### src/hdl/chd_pkg.sv
// ----------------------------------------------------------------------------
// chd_pkg
// Shared types, constants and helpers of the chunked transfer deframer.
// ----------------------------------------------------------------------------
`default_nettype none

package chd_pkg;

  localparam int SIZE_BITS_DEFAULT = 32;
  localparam int HEX_DIGIT_BITS    = 4;

  localparam logic [7:0] CH_CR = 8'h0D;
  localparam logic [7:0] CH_LF = 8'h0A;

  typedef enum logic [3:0] {
    PH_SIZE,
    PH_EXT,
    PH_SIZE_LF,
    PH_DATA,
    PH_DATA_CR,
    PH_DATA_LF,
    PH_LAST_CR,
    PH_LAST_LF,
    PH_ERROR
  } phase_t;

  typedef enum logic [1:0] {
    ERR_NONE = 2'd0,
    ERR_SIZE = 2'd1,
    ERR_CRLF = 2'd2
  } err_t;

  typedef struct packed {
    logic       is_payload;
    logic       msg_end;
    logic [1:0] status;
  } flags_t;

  // {digit valid, digit value}
  function automatic logic [HEX_DIGIT_BITS:0] hex_decode(input logic [7:0] c);
    logic [HEX_DIGIT_BITS:0] r;
    r = '0;
    if (c inside {[8'h30:8'h39]}) begin
      r = {1'b1, c[3:0]};
    end else if (c inside {[8'h61:8'h66], [8'h41:8'h46]}) begin
      r = {1'b1, 4'(c[3:0] + 4'd9)};
    end
    return r;
  endfunction

endpackage

`default_nettype wire

### src/hdl/chd_in_reg.sv
// ----------------------------------------------------------------------------
// chd_in_reg
// Input register: holds one byte until the decode stage takes it.
// ----------------------------------------------------------------------------
`default_nettype none

module chd_in_reg (
  input  wire logic       clk,
  input  wire logic       rst,
  input  wire logic       in_valid,
  output logic            in_ready,
  input  wire logic [7:0] in_byte,
  input  wire logic       s_take,
  output logic            s_valid,
  output logic [7:0]      s_byte
);

  assign in_ready = !s_valid || s_take;

  always_ff @(posedge clk) begin
    if (rst) begin
      s_valid <= 1'b0;
    end else if (in_ready) begin
      s_valid <= in_valid;
    end
  end

  always_ff @(posedge clk) begin
    if (in_valid && in_ready) begin
      s_byte <= in_byte;
    end
  end

endmodule

`default_nettype wire

### src/hdl/chd_step.sv
// ----------------------------------------------------------------------------
// chd_step
// Framing decode for one byte: next parser state and the flags of the byte.
// ----------------------------------------------------------------------------
`default_nettype none

module chd_step #(
  parameter int SIZE_BITS = chd_pkg::SIZE_BITS_DEFAULT
) (
  input  wire chd_pkg::phase_t  phase,
  input  wire logic [SIZE_BITS-1:0] remaining_count,
  input  wire logic             digit_seen,
  input  wire chd_pkg::err_t    error_code,
  input  wire logic [7:0]       in_byte,
  output chd_pkg::phase_t       phase_next,
  output logic [SIZE_BITS-1:0]  remaining_count_next,
  output logic                  digit_seen_next,
  output chd_pkg::err_t         error_code_next,
  output chd_pkg::flags_t       flags
);

  logic [chd_pkg::HEX_DIGIT_BITS:0] hex;

  assign hex = chd_pkg::hex_decode(in_byte);

  always_comb begin
    phase_next           = phase;
    remaining_count_next = remaining_count;
    digit_seen_next      = digit_seen;
    error_code_next      = error_code;
    case (phase)
      chd_pkg::PH_SIZE: begin
        if (hex[chd_pkg::HEX_DIGIT_BITS]) begin
          // top digit must be free or the size no longer fits
          if (remaining_count[SIZE_BITS-1 -: chd_pkg::HEX_DIGIT_BITS] != '0) begin
            phase_next      = chd_pkg::PH_ERROR;
            error_code_next = chd_pkg::ERR_SIZE;
          end else begin
            remaining_count_next = {remaining_count[SIZE_BITS-chd_pkg::HEX_DIGIT_BITS-1:0],
                                    hex[chd_pkg::HEX_DIGIT_BITS-1:0]};
            digit_seen_next      = 1'b1;
          end
        end else if (!digit_seen) begin
          phase_next      = chd_pkg::PH_ERROR;
          error_code_next = chd_pkg::ERR_SIZE;
        end else if (in_byte == chd_pkg::CH_CR) begin
          phase_next = chd_pkg::PH_SIZE_LF;
        end else begin
          phase_next = chd_pkg::PH_EXT;
        end
      end
      chd_pkg::PH_EXT: begin
        if (in_byte == chd_pkg::CH_CR) begin
          phase_next = chd_pkg::PH_SIZE_LF;
        end
      end
      chd_pkg::PH_SIZE_LF: begin
        if (in_byte != chd_pkg::CH_LF) begin
          phase_next      = chd_pkg::PH_ERROR;
          error_code_next = chd_pkg::ERR_SIZE;
        end else begin
          digit_seen_next = 1'b0;
          phase_next      = (remaining_count == '0) ? chd_pkg::PH_LAST_CR : chd_pkg::PH_DATA;
        end
      end
      chd_pkg::PH_DATA: begin
        remaining_count_next = remaining_count - 1'b1;
        if (remaining_count == SIZE_BITS'(1)) begin
          phase_next = chd_pkg::PH_DATA_CR;
        end
      end
      chd_pkg::PH_DATA_CR: begin
        if (in_byte == chd_pkg::CH_CR) begin
          phase_next = chd_pkg::PH_DATA_LF;
        end else begin
          phase_next      = chd_pkg::PH_ERROR;
          error_code_next = chd_pkg::ERR_CRLF;
        end
      end
      chd_pkg::PH_DATA_LF: begin
        if (in_byte == chd_pkg::CH_LF) begin
          phase_next           = chd_pkg::PH_SIZE;
          remaining_count_next = '0;
        end else begin
          phase_next      = chd_pkg::PH_ERROR;
          error_code_next = chd_pkg::ERR_CRLF;
        end
      end
      chd_pkg::PH_LAST_CR: begin
        if (in_byte == chd_pkg::CH_CR) begin
          phase_next = chd_pkg::PH_LAST_LF;
        end else begin
          phase_next      = chd_pkg::PH_ERROR;
          error_code_next = chd_pkg::ERR_CRLF;
        end
      end
      chd_pkg::PH_LAST_LF: begin
        if (in_byte == chd_pkg::CH_LF) begin
          phase_next           = chd_pkg::PH_SIZE;
          remaining_count_next = '0;
        end else begin
          phase_next      = chd_pkg::PH_ERROR;
          error_code_next = chd_pkg::ERR_CRLF;
        end
      end
      default: begin
        // error phase is sticky
        phase_next = chd_pkg::PH_ERROR;
        if (error_code == chd_pkg::ERR_NONE) begin
          error_code_next = chd_pkg::ERR_SIZE;
        end
      end
    endcase
  end

  always_comb begin
    flags.is_payload = (phase == chd_pkg::PH_DATA);
    flags.msg_end    = (phase == chd_pkg::PH_LAST_LF) && (in_byte == chd_pkg::CH_LF);
    flags.status     = error_code_next;
  end

endmodule

`default_nettype wire

### src/hdl/chd_out_reg.sv
// ----------------------------------------------------------------------------
// chd_out_reg
// Result register: holds one decoded byte and its flags for the receiver.
// ----------------------------------------------------------------------------
`default_nettype none

module chd_out_reg (
  input  wire logic            clk,
  input  wire logic            rst,
  input  wire logic            load,
  input  wire logic [7:0]      load_byte,
  input  wire chd_pkg::flags_t load_flags,
  output logic                 free,
  output logic                 out_valid,
  input  wire logic            out_ready,
  output logic [7:0]           out_byte,
  output chd_pkg::flags_t      out_flags
);

  assign free = !out_valid || out_ready;

  always_ff @(posedge clk) begin
    if (rst) begin
      out_valid <= 1'b0;
    end else if (free) begin
      out_valid <= load;
    end
  end

  always_ff @(posedge clk) begin
    if (load && free) begin
      out_byte  <= load_byte;
      out_flags <= load_flags;
    end
  end

endmodule

`default_nettype wire

### src/hdl/chunked_transfer_deframer.sv
// ----------------------------------------------------------------------------
// chunked_transfer_deframer
// Decodes the framing of a chunked message body, one byte per item.
// ----------------------------------------------------------------------------
// Usage:
//   in channel (in_valid/in_ready/in_byte) takes the encoded body one byte
//   per item. out channel (out_valid/out_ready) returns every byte unchanged
//   in out_byte, with is_payload set on chunk data, msg_end on the LF that
//   closes the message, and status 0 ok, 1 bad size line, 2 missing CRLF.
//   An accepted byte passes the input register, then the parser state update
//   feeding the result register, which raises out_valid.
//   Throughput is one byte per cycle while the receiver does not stall; the
//   parser state (phase, size count, error code) is updated once per byte.
//   Reset clears the parser to expect the first size digit of a new message,
//   clears the error code and empties both registers.
//   When the receiver stalls, the result register holds, the input register
//   fills, and in_ready drops; nothing is lost or repeated.
//   After an error every byte is echoed with its status until reset.
// ----------------------------------------------------------------------------
`default_nettype none

module chunked_transfer_deframer #(
  parameter int SIZE_BITS = chd_pkg::SIZE_BITS_DEFAULT
) (
  input  wire logic       clk,
  input  wire logic       rst,
  input  wire logic       in_valid,
  output logic            in_ready,
  input  wire logic [7:0] in_byte,
  output logic            out_valid,
  input  wire logic       out_ready,
  output logic [7:0]      out_byte,
  output logic            is_payload,
  output logic            msg_end,
  output logic [1:0]      status
);

  logic                 s_valid;
  logic [7:0]           s_byte;
  logic                 s_take;
  logic                 free;

  chd_pkg::phase_t      phase;
  chd_pkg::phase_t      phase_next;
  logic [SIZE_BITS-1:0] remaining_count;
  logic [SIZE_BITS-1:0] remaining_count_next;
  logic                 digit_seen;
  logic                 digit_seen_next;
  chd_pkg::err_t        error_code;
  chd_pkg::err_t        error_code_next;
  chd_pkg::flags_t      step_flags;
  chd_pkg::flags_t      out_flags;

  assign s_take = s_valid && free;

  chd_in_reg u_in_reg (
    .clk      (clk),
    .rst      (rst),
    .in_valid (in_valid),
    .in_ready (in_ready),
    .in_byte  (in_byte),
    .s_take   (s_take),
    .s_valid  (s_valid),
    .s_byte   (s_byte)
  );

  chd_step #(
    .SIZE_BITS (SIZE_BITS)
  ) u_step (
    .phase                (phase),
    .remaining_count      (remaining_count),
    .digit_seen           (digit_seen),
    .error_code           (error_code),
    .in_byte              (s_byte),
    .phase_next           (phase_next),
    .remaining_count_next (remaining_count_next),
    .digit_seen_next      (digit_seen_next),
    .error_code_next      (error_code_next),
    .flags                (step_flags)
  );

  // parser state advances only when a byte moves into the result register
  always_ff @(posedge clk) begin
    if (rst) begin
      phase           <= chd_pkg::PH_SIZE;
      remaining_count <= '0;
      digit_seen      <= 1'b0;
      error_code      <= chd_pkg::ERR_NONE;
    end else if (s_take) begin
      phase           <= phase_next;
      remaining_count <= remaining_count_next;
      digit_seen      <= digit_seen_next;
      error_code      <= error_code_next;
    end
  end

  chd_out_reg u_out_reg (
    .clk        (clk),
    .rst        (rst),
    .load       (s_valid),
    .load_byte  (s_byte),
    .load_flags (step_flags),
    .free       (free),
    .out_valid  (out_valid),
    .out_ready  (out_ready),
    .out_byte   (out_byte),
    .out_flags  (out_flags)
  );

  assign is_payload = out_flags.is_payload;
  assign msg_end    = out_flags.msg_end;
  assign status     = out_flags.status;

endmodule

`default_nettype wire

### config.mk
export PLATFORM = sky130hd
export DESIGN_NAME = chunked_transfer_deframer
export DESIGN_NICKNAME = d
export VERILOG_FILES = /design/src/hdl/chd_pkg.sv /design/src/hdl/chd_in_reg.sv /design/src/hdl/chd_step.sv /design/src/hdl/chd_out_reg.sv /design/src/hdl/chunked_transfer_deframer.sv
export SDC_FILE = /design/constraint.sdc
export NUM_CORES = 1
export LEC_CHECK = 0
export ABC_AREA = 0
export BUFFER_PORTS_ARGS = -buffer_cell sky130_fd_sc_hd__buf_2
export CORE_AREA = 4 4 125 91
export DETAILED_ROUTE_END_ITERATION = 16
export DIE_AREA = 0 0 129 95
export PLACE_DENSITY_LB_ADDON = 0.05
export SLEW_MARGIN = 30
export SYNTH_ARGS = -nofsm -noshare
export SYNTH_HDL_FRONTEND = slang
export SYNTH_HIERARCHICAL = 1
export SYNTH_SLANG_ARGS = --single-unit
### constraint.sdc
create_clock -name clk -period 3.8 [get_ports clk]
set_input_delay 0.76 -clock clk [delete_from_list [all_inputs] [get_ports clk]]
set_output_delay 0.76 -clock clk [all_outputs]
set_load 0.01 [all_outputs]
* After elaboration in Yosys (flattened, before gate mapping)
Index checks and enable logic that the tools add are counted.
** Word-level totals
- Input bits :: 12
- Output and inout port bits :: 14
- Word-level logic and storage cells :: 90
- Register bits :: 61
** Operators by class
- Equality and inequality tests :: 18
- Reductions and logical operators :: 23
- Add/subtract/negate cells :: 2
- Order comparisons :: 6
- Mux-type cells :: 30
** Operators by type and width (number)
- $mux 32 :: 3
- $pmux 32 s3 :: 1
- $mux 4 :: 9
- $eq 32x1->1 const B :: 1
- $logic_not 32->1 :: 1
- $sub 32x1->32 const B :: 1
- $pmux 4 s7 :: 1
- $eq 4x3->1 const B :: 4
- $eq 8x4->1 const B :: 2
- $ge 8x7->1 const B :: 2
- $le 8x7->1 const B :: 2
- $mux 2 :: 8
- $mux 5 :: 2
- $pmux 2 s5 :: 1
- $reduce_and 5->1 :: 2
- $eq 4x2->1 const B :: 2
- $ge 8x6->1 const B :: 1
- $le 8x6->1 const B :: 1
- $ne 8x4->1 const B :: 1
- $logic_and 1x1->1 :: 6
- $ne 2x1->1 const B :: 3
- $ne 2x2->1 const B :: 3
- $reduce_or 2->1 :: 3
- $add 4x4->4 const B :: 1
- 13 further kinds :: 18

* Logic depth before layout (Yosys ltp)
Gate-level depths: netlist (run 1).
- Depth in word-level cells :: 8
- Gate-level depth with buffers :: 11
- Depth with buffers taken out :: 9

* Modules after synthesis
The synthesis (run 1) kept the hierarchy.
** By module, submodules not included
- chunked_transfer_deframer :: times used 1, area an instance 1954.4 µm², seq. area each 780.7 µm², cells an instance 179
- chd_step :: times used 1, area an instance 1856.8 µm², seq. area each 0.0 µm², cells an instance 302
- chd_out_reg :: times used 1, area an instance 415.4 µm², seq. area each 380.4 µm², cells an instance 17
- chd_in_reg :: times used 1, area an instance 295.3 µm², seq. area each 260.2 µm², cells an instance 13

* Worst setup path before layout (run 1)
No wires, ideal clock.
- Kind :: register to register
- Start point :: register u_in_reg.s_byte[0]
- End point :: register remaining_count[22]
- Data arrival time :: 2.356 ns
- Period minus slack after synthesis :: 2.474 ns
- Path buffers :: 1
- Slack :: 1.326 ns
- Cell stages (with the launch flop) :: 11
- Required time :: 3.682 ns
- Library setup time :: 0.118 ns
- Cells stage by stage :: edfxtp_1 -> inv_1 -> ha_1 -> or3b_2 -> or2_1 -> o31a_1 -> buf_6 -> a211o_1 -> a22o_1 -> nand3_1 -> a21oi_2
** On the way
- Word-level cells in the longest chain between the ends :: 7
- Elaborated cells on any way between the ends :: 16
- Classes of those cells :: order compare (6); eq/ne (3); mux (2); reduce/logical (5)
** Ends and longest elaborated chain
- from (decl) :: line chd_in_reg.sv:15 : output logic [7:0] s_byte
- from (signal assigned) :: line chd_in_reg.sv:30 : s_byte <= in_byte;
- $ge 8x7->1 or $le 8x7->1 (tied branches) :: line chd_pkg.sv:45 : end else if (c inside {[8'h61:8'h66], [8'h41:8'h46]}) begin
- $logic_and 1x1->1 :: line chd_pkg.sv:45
- $reduce_bool 2->1 :: line chd_pkg.sv:45
- $mux 5 :: line chd_pkg.sv:45
- $mux 5 :: line chd_pkg.sv:43 : if (c inside {[8'h30:8'h39]}) begin
- $ne 2x1->1 (no line)
- $reduce_and 5->1 (no line) *
- to (signal assigned) :: line chunked_transfer_deframer.sv:91 : remaining_count <= remaining_count_next;
- to (decl) :: line chunked_transfer_deframer.sv:45 : logic [SIZE_BITS-1:0] remaining_count;
Every way passes the cells marked *; elsewhere a longest branch is shown, timed or not.
A chain may end at the register's enable or synchronous reset.

* Final worst setup path (run 1)
- Start point :: register u_in_reg.s_byte[0]
- End point :: register remaining_count[8]
The elaborated chain is that of the path after synthesis.

==> flow_summary_export.csv, run 1 <==
group,metric,value,unit
run_status,status,"complete, no violations",
sta,setup_violations,0,
synthesis,yosys-top-cells-area,"dfxtp_1 18%, edfxtp_1 13%, a21bo_1 8.6%",
finish,num_antenna_cells,0,
cts,cts.clk_slew.worst_paths,60,ps
sta,min_period,3060,ps
global_route,grt_pass1_wl,20000,um
synthesis,synth_edf_count,20,
drt,vias,4038,
hold_path,hold_depth,0,
synthesis,netlist_area,4520,sq um
global_route,antenna_found_initial,0,
drt,avgRoutedWirePerCell,18.2,um
worst_setup_path,slowest_stage,"a211o_1",
worst_setup_path,cp-start-kind,"flip-flop",
synthesis,synthCells,511,
floorplan,core,10200,sq um
synthesis,yosys.area.top_type,"dfxtp_1",
power_and_ir_drop,power,1.64,mW
global_route,grt_max_degree,44,
worst_setup_path,reg2reg_to,"remaining_count[8]$_SDFFE_PP0P_",
sta,min_period_over_period,80.5,%
synthesis,async_reset_ff_share,0,%
synthesis,synth-main-ff-cell,"dfxtp_1",
hold_path,holdPathEnd,"u_out_reg/out_byte[7]$_DFFE_PP_",
sta,slew_violations,0,
cts,hold_buffers,0,
synthesis,ys_seq_area_share,31.4,%
worst_setup_path,reg2reg_setup_slack,740,ps
synthesis,synth_seq_cells,61,
drt,drc,0,
worst_setup_path,cp-end-kind,"flip-flop",
sta,max_slew_margin,45.0,%
drt,wl,11700,um
drt,vias_per_cell,6.26,
finish,area_growth,7.50,%
drt,postRouteAntennaNets,0,
sta,grt_setup_unrepaired,"false",
cts,tritoncts,"yes",
power_and_ir_drop,p_leak,1.72,nW
place,dpl.hpwl,8040,um
hold_path,hold_start,"u_in_reg/s_byte[7]$_DFFE_PP_",
synthesis,syn_avg_cell_area,8.85,sq um
worst_setup_path,ff2ff_path_depth,9,
run,drv_cap,0,
worst_setup_path,path_class,"flip-flop to flip-flop",
sta,fmax,0.327,GHz
place,port-buffer-count,25,
synthesis,yosysTopAreaCellShare,18.2,%
synthesis,yosysUniqueCellTypes,70,
cts,htreeDepth,3,
cts,cts_buffers,9,
place,gp_congestion,0.910,
power_and_ir_drop,powerDensity,338,nW/um^2
sta,hold_viol_final,0,
power_and_ir_drop,max-vdd-ir-drop,186,uV
cts,cts_resized,0,
finish,fin_nets,527,
cts,clk_latency,330,ps
synthesis,ys_warn_count,6,
floorplan,initial_core_util,44.5,%
global_route,grt_pass1_vias,3643,
floorplan,die_w,129,um
global_route,grt-ovfl-total,0,
cts,ctsRootBufferMaster,"clkbuf_16",
worst_setup_path,crit_top_cell,"inv_1",
cts,clock_sinks,61,
drt,dr.pass1.iters,5,
place,placed_cell_area,4580,sq um
floorplan,rows,31,
synthesis,syn_nets,530,
worst_setup_path,r2r-start,"u_in_reg/s_byte[0]$_DFFE_PP_",
finish,layout.cells.non_filler,645,
worst_setup_path,worstPathCellList,"inv_1, ha_1, inv_1, o311ai_1, a211o_1, a221oi_1, o22ai_1, nand3_1, a21oi_2",
global_route,grt_usage,20.6,%
worst_setup_path,arrival,3330,ps
worst_setup_path,path_max_fanout,21,
cts,post_cts_buffers,0,
sta,worst_pin_slew,820,ps
hold_path,hp-class,"flip-flop to flip-flop",
sta,clock_skew,5.78,ps
finish,fin_area,4860,sq um
floorplan,die_h,95,um
drt,drtIter0Drc,270,
worst_setup_path,cpPeakStageDelay,770,ps
finish,drive_gt1_share,22.0,%
floorplan,dieArea,12300,sq um
cts,clk_path_buf_depth,2,
place,place_inst,629,
sta,fin_tns_setup,0,ps
worst_setup_path,cp.required,4070,ps
floorplan,ios,26,
cells in the mapped netlist, drive strengths merged (10+ instances only):
master and instances:
nand3 52, edfxtp 20, inv 25, nor4 15, a21oi 61, a221o 14, o22ai 10, nor3 17
o21ai 22, nand2 22, dfxtp 41, buf 32, a21bo 39, nor2 16, clkbuf 18
power breakdown:
group	total [mW]	internal (mW)	switching, mW
Combinational	0.156	0.0525	0.103
Sequential	0.715	0.694	0.0213
Clock	0.774	0.448	0.325
Total	1.64	1.19	0.450
critical path: cells and delay by family, from the launching register on:
family / cells / cell delay [ps]
simple gates: 1 / 110
compound gates: 5 / 2020
flops: 1 / 460
buf+inv: 2 / 200
fa+ha+maj: 1 / 200
worst max path at each step:
| stage | cells after the start | end | start |
|---|---|---|---|
| after floorplan | 10 | remaining_count[22]$_SDFFE_PP0P_ | u_in_reg/s_byte[0]$_DFFE_PP_ |
| after global placement | 9 | remaining_count[3]$_SDFFE_PP0P_ | u_in_reg/s_byte[0]$_DFFE_PP_ |
| after detailed placement | 9 | remaining_count[3]$_SDFFE_PP0P_ | u_in_reg/s_byte[0]$_DFFE_PP_ |
| after CTS | 9 | remaining_count[3]$_SDFFE_PP0P_ | u_in_reg/s_byte[0]$_DFFE_PP_ |
| after global routing | 9 | remaining_count[4]$_SDFFE_PP0P_ | u_in_reg/s_byte[0]$_DFFE_PP_ |
| final | 9 | remaining_count[8]$_SDFFE_PP0P_ | u_in_reg/s_byte[0]$_DFFE_PP_ |
cell type report:
type                            instances  area (sq um)
Timing Repair Buffer                   36           208
Fill cell                             994          5300
Sequential cell                        61          1420
Clock inverter                          7          57.6
Inverter                               26          97.6
Tap cell                              132           165
Clock buffer                            9           225
Multi-Input combinational cell        374          2690
placed cells by master (no fill, tap or decap), types with 7 or more instances in the layout:
cell type	instances
buf_4	11
ha_1	7
o21ai_0	12
nand3_2	9
dfxtp_1	40
nand3_1	43
or4_1	8
a22oi_1	8
a21oi_2	41
a31oi_1	9
a21bo_1	39
nand2_1	22
nor2_1	16
nor3_1	17
inv_1	25
a21oi_1	20
a221o_1	14
o22ai_1	10
o21ai_1	10
edfxtp_1	20
clkbuf_16	9
buf_2	25
nor4_1	14
cell families (layout without fill, tap and decap cells):
kind of cell / count (synthesis) / after routing / synth area share, %
xor gates and xnor gates: 3 / 3 / 0.581
adders and majority gates: 7 / 7 / 1.94
DFF: 61 / 61 / 31.4
and+or+nand+nor: 162 / 162 / 20.9
AOI/OAI and AO/OA: 198 / 198 / 34.9
muxes: 4 / 4 / 0.885
buffers and inverters: 76 / 78 / 9.35
sequential cells by signal, summed over array words and instances, names as in the netlist:
register             flops
u_out_reg/out_valid      1
u_in_reg/s_valid         1
error_code               2
phase                    4
u_in_reg/s_byte          8
remaining_count         32
digit_seen               1
u_out_reg/out_byte       8
u_out_reg/out_flags      4
per-stage QoR:
stage | setup slack (ps) | hold slack [ps] | utilization, %
2_1_floorplan | 1330 | 424 | -
3_3_place_gp | 879 | 481 | 45.1
3_5_place_dp | 732 | 482 | 45.1
4_1_cts | 736 | 496 | 47.8
5_1_grt | 375 | 517 | 47.8
6_report | 740 | 496 | 47.8
per-layer routing:
| layer | vias to the layer above | track usage, % | routed length, um |
|---|---|---|---|
| met1 | 1910 | 32.6 | 6160 |
| met2 | 167 | 26.8 | 4580 |
| met3 | 11 | 5.54 | 884 |
| met4 | 0 | 4.90 | 102 |
| li1 | 1950 | - | - |
| met5 | - | 0 | 0 |
No activity file was read; power rests on OpenSTA's default activity.
==> run 2: changes to the inputs <==
- ABC_AREA: 0 -> 1
- CORE_AREA: 4 4 125 91 -> 4 4 131 95
- DIE_AREA: 0 0 129 95 -> 0 0 135 99
- clock period: 3.8 -> 3.05 ns (I/O delays scaled with it)
==> flow_summary_export.csv, run 2 <==
group,metric,value,unit
run_status,status,"complete, no violations",
floorplan,die_w,135,um
drt,wl,13800,um
drt,vias,5050,
drt,avgRoutedWirePerCell,13.9,um
synthesis,yosys-top-cells-area,"nand2_1 19%, dfxtp_1 17%, nand3_1 12%",
finish,reg_top3,"remaining_count x32, u_in_reg/s_byte x8, u_out_reg/out_byte x8",
cts,clock_sinks,61,
worst_setup_path,crit_top_cell,"nor2_1",
floorplan,initial_core_util,44.8,%
sta,worst_pin_slew,822,ps
finish,num_antenna_cells,0,
cts,tritoncts,"yes",
synthesis,synthMostInstantiatedCell,"nand2_1",
global_route,grt_pass1_wl,22600,um
global_route,grt_pass1_vias,4409,
place,gp_congestion,0.878,
drt,drc,0,
global_route,antenna_found_initial,0,
worst_setup_path,slowest_stage,"edfxtp_1",
drt,postRouteAntennaNets,0,
worst_setup_path,cp-end-kind,"flip-flop",
synthesis,synthCells,823,
power_and_ir_drop,max-vdd-ir-drop,297,uV
synthesis,netlist_area,4930,sq um
sta,hold_viol_final,0,
synthesis,synth_edf_count,20,
worst_setup_path,cpLargestDelayFamily,"simple AND/OR/NAND/NOR gates",
sta,fmax,0.398,GHz
drt,dr.pass1.iters,5,
cts,post_cts_buffers,0,
synthesis,ys_seq_area_share,28.8,%
synthesis,async_reset_ff_share,0,%
finish,fillers,1144,
place,dpl.hpwl,9540,um
worst_setup_path,cp-start-kind,"flip-flop",
worst_setup_path,cp.required,3320,ps
cts,clk_path_buf_depth,2,
global_route,grt_usage,21.0,%
synthesis,synth_seq_cells,61,
hold_path,hp-class,"input pin to flip-flop",
cts,cts_resized,0,
cts,cts.clk_slew.worst_paths,60,ps
sta,fin_tns_setup,0,ps
worst_setup_path,path_class,"flip-flop to flip-flop",
synthesis,synth-main-ff-cell,"dfxtp_1",
finish,final_common_cell,"nand2_1",
finish,layout_common_cells,"245 x nand2_1, 137 x nor2_1, 121 x nand3_1, 99 x inv_1, 41 x dfxtp_1",
sta,clock_skew,7.86,ps
finish,largest_reg_flops,32,
global_route,grt-ovfl-total,0,
floorplan,ios,26,
cts,htreeDepth,3,
floorplan,core,11000,sq um
cts,clk_latency,330,ps
finish,multi_input_comb_area,2870,sq um
cts,ctsRootBufferMaster,"clkbuf_16",
drt,vias_per_cell,5.10,
place,port-buffer-count,25,
finish,area_growth,9.44,%
synthesis,synthTopCellsByCount,"245 x nand2_1, 137 x nor2_1, 121 x nand3_1",
cts,hold_buffers,0,
worst_setup_path,worstPathCellList,"inv_1, ha_1, nor2_1, nand2_1, nand3_2, nand2_4, nand2_4, nand3_1, nor3b_1, nor2_1, nor2_1",
synthesis,yosysUniqueCellTypes,35,
worst_setup_path,path_max_fanout,26,
cts,cts_buffers,9,
floorplan,dieArea,13400,sq um
drt,drtIter0Drc,552,
drt,dr_wl_met3,804,um
finish,top_register,"remaining_count",
synthesis,yosysTopAreaCellShare,18.7,%
floorplan,die_h,99,um
drt,highest_layer,"met4",
finish,seqCellArea,1420,sq um
power_and_ir_drop,p_leak,2.70,nW
synthesis,yosys.area.top_type,"nand2_1",
run,drv_cap,0,
synthesis,syn_avg_cell_area,5.99,sq um
finish,drive_gt1_share,13.1,%
drt,wl_met2,5620,um
finish,fin_nets,852,
global_route,grt_max_degree,79,
drt,wl_met1,7300,um
sta,grt_setup_unrepaired,"false",
synthesis,syn_nets,842,
sta,slew_violations,0,
finish,final_util,49.0,%
power_and_ir_drop,power,2.96,mW
power_and_ir_drop,powerDensity,549,nW/um^2
worst_setup_path,arrival,2780,ps
sta,min_period,2510,ps
sta,min_period_over_period,82.4,%
worst_setup_path,cpPeakStageDelay,450,ps
sta,setup_violations,0,
synthesis,ys_warn_count,6,
floorplan,rows,32,
sta,max_slew_margin,45.2,%
worst_setup_path,crit_buf_inv,1,
==> run 2: where the power goes <==
| group | leakage, nW | total (mW) | switching [mW] | internal (mW) |
|---|---|---|---|---|
| Sequential | 0.529 | 1.00 | 0.0939 | 0.909 |
| Clock | 0.156 | 1.13 | 0.409 | 0.719 |
| Combinational | 2.01 | 0.828 | 0.579 | 0.250 |
| Total | 2.70 | 2.96 | 1.08 | 1.88 |
==> run 2: final timing paths <==
check	endpoint	slack, ps	startpoint	cells past startpoint
min	u_in_reg/s_byte[5]$_DFFE_PP_	450	in_byte[5]	1
max	error_code[1]$_SDFFE_PP0P_	540	u_in_reg/s_byte[0]$_DFFE_PP_	11
min reg2reg	u_out_reg/out_byte[5]$_DFFE_PP_	510	u_in_reg/s_byte[5]$_DFFE_PP_	0
max reg2reg	error_code[1]$_SDFFE_PP0P_	540	u_in_reg/s_byte[0]$_DFFE_PP_	11
==> run 2: logic make-up (layout without fill, tap and decap cells) <==
family,Yosys count,in the layout,share of synthesized area [%]
xor gates and xnor gates,1,1,0.178
AOI/OAI and AO/OA,34,34,3.76
adders and majority gates,7,7,1.78
and+or+nand+nor,577,577,52.6
buffers and inverters,143,158,12.8
DFF,61,61,28.8
==> run 2: final cells by class <==
type	count	area share (%)
clock buffers	9	4.18
well taps	153	3.55
clock inverters	7	1.83
repair buffers	29	2.88
multi-input cells	619	53.3
inverters	113	7.93
flip-flops and latches	61	26.4
==> run 2: metrics by stage <==
step	instance area, sq um	cells	setup WS [ps]	hold WS [ps]
finish	5390	991	536	447
global route	5390	991	306	435
CTS	5390	991	560	439
detailed placement	5070	975	576	494
global placement	5070	975	656	493
floorplan	4930	823	1080	451
==> run 2: metal layers <==
metal	up-vias	global-route usage, %
li1	2603	-
met1	2285	32.6
met2	155	30.0
met3	7	3.83
met4	0	4.26
met5	-	0
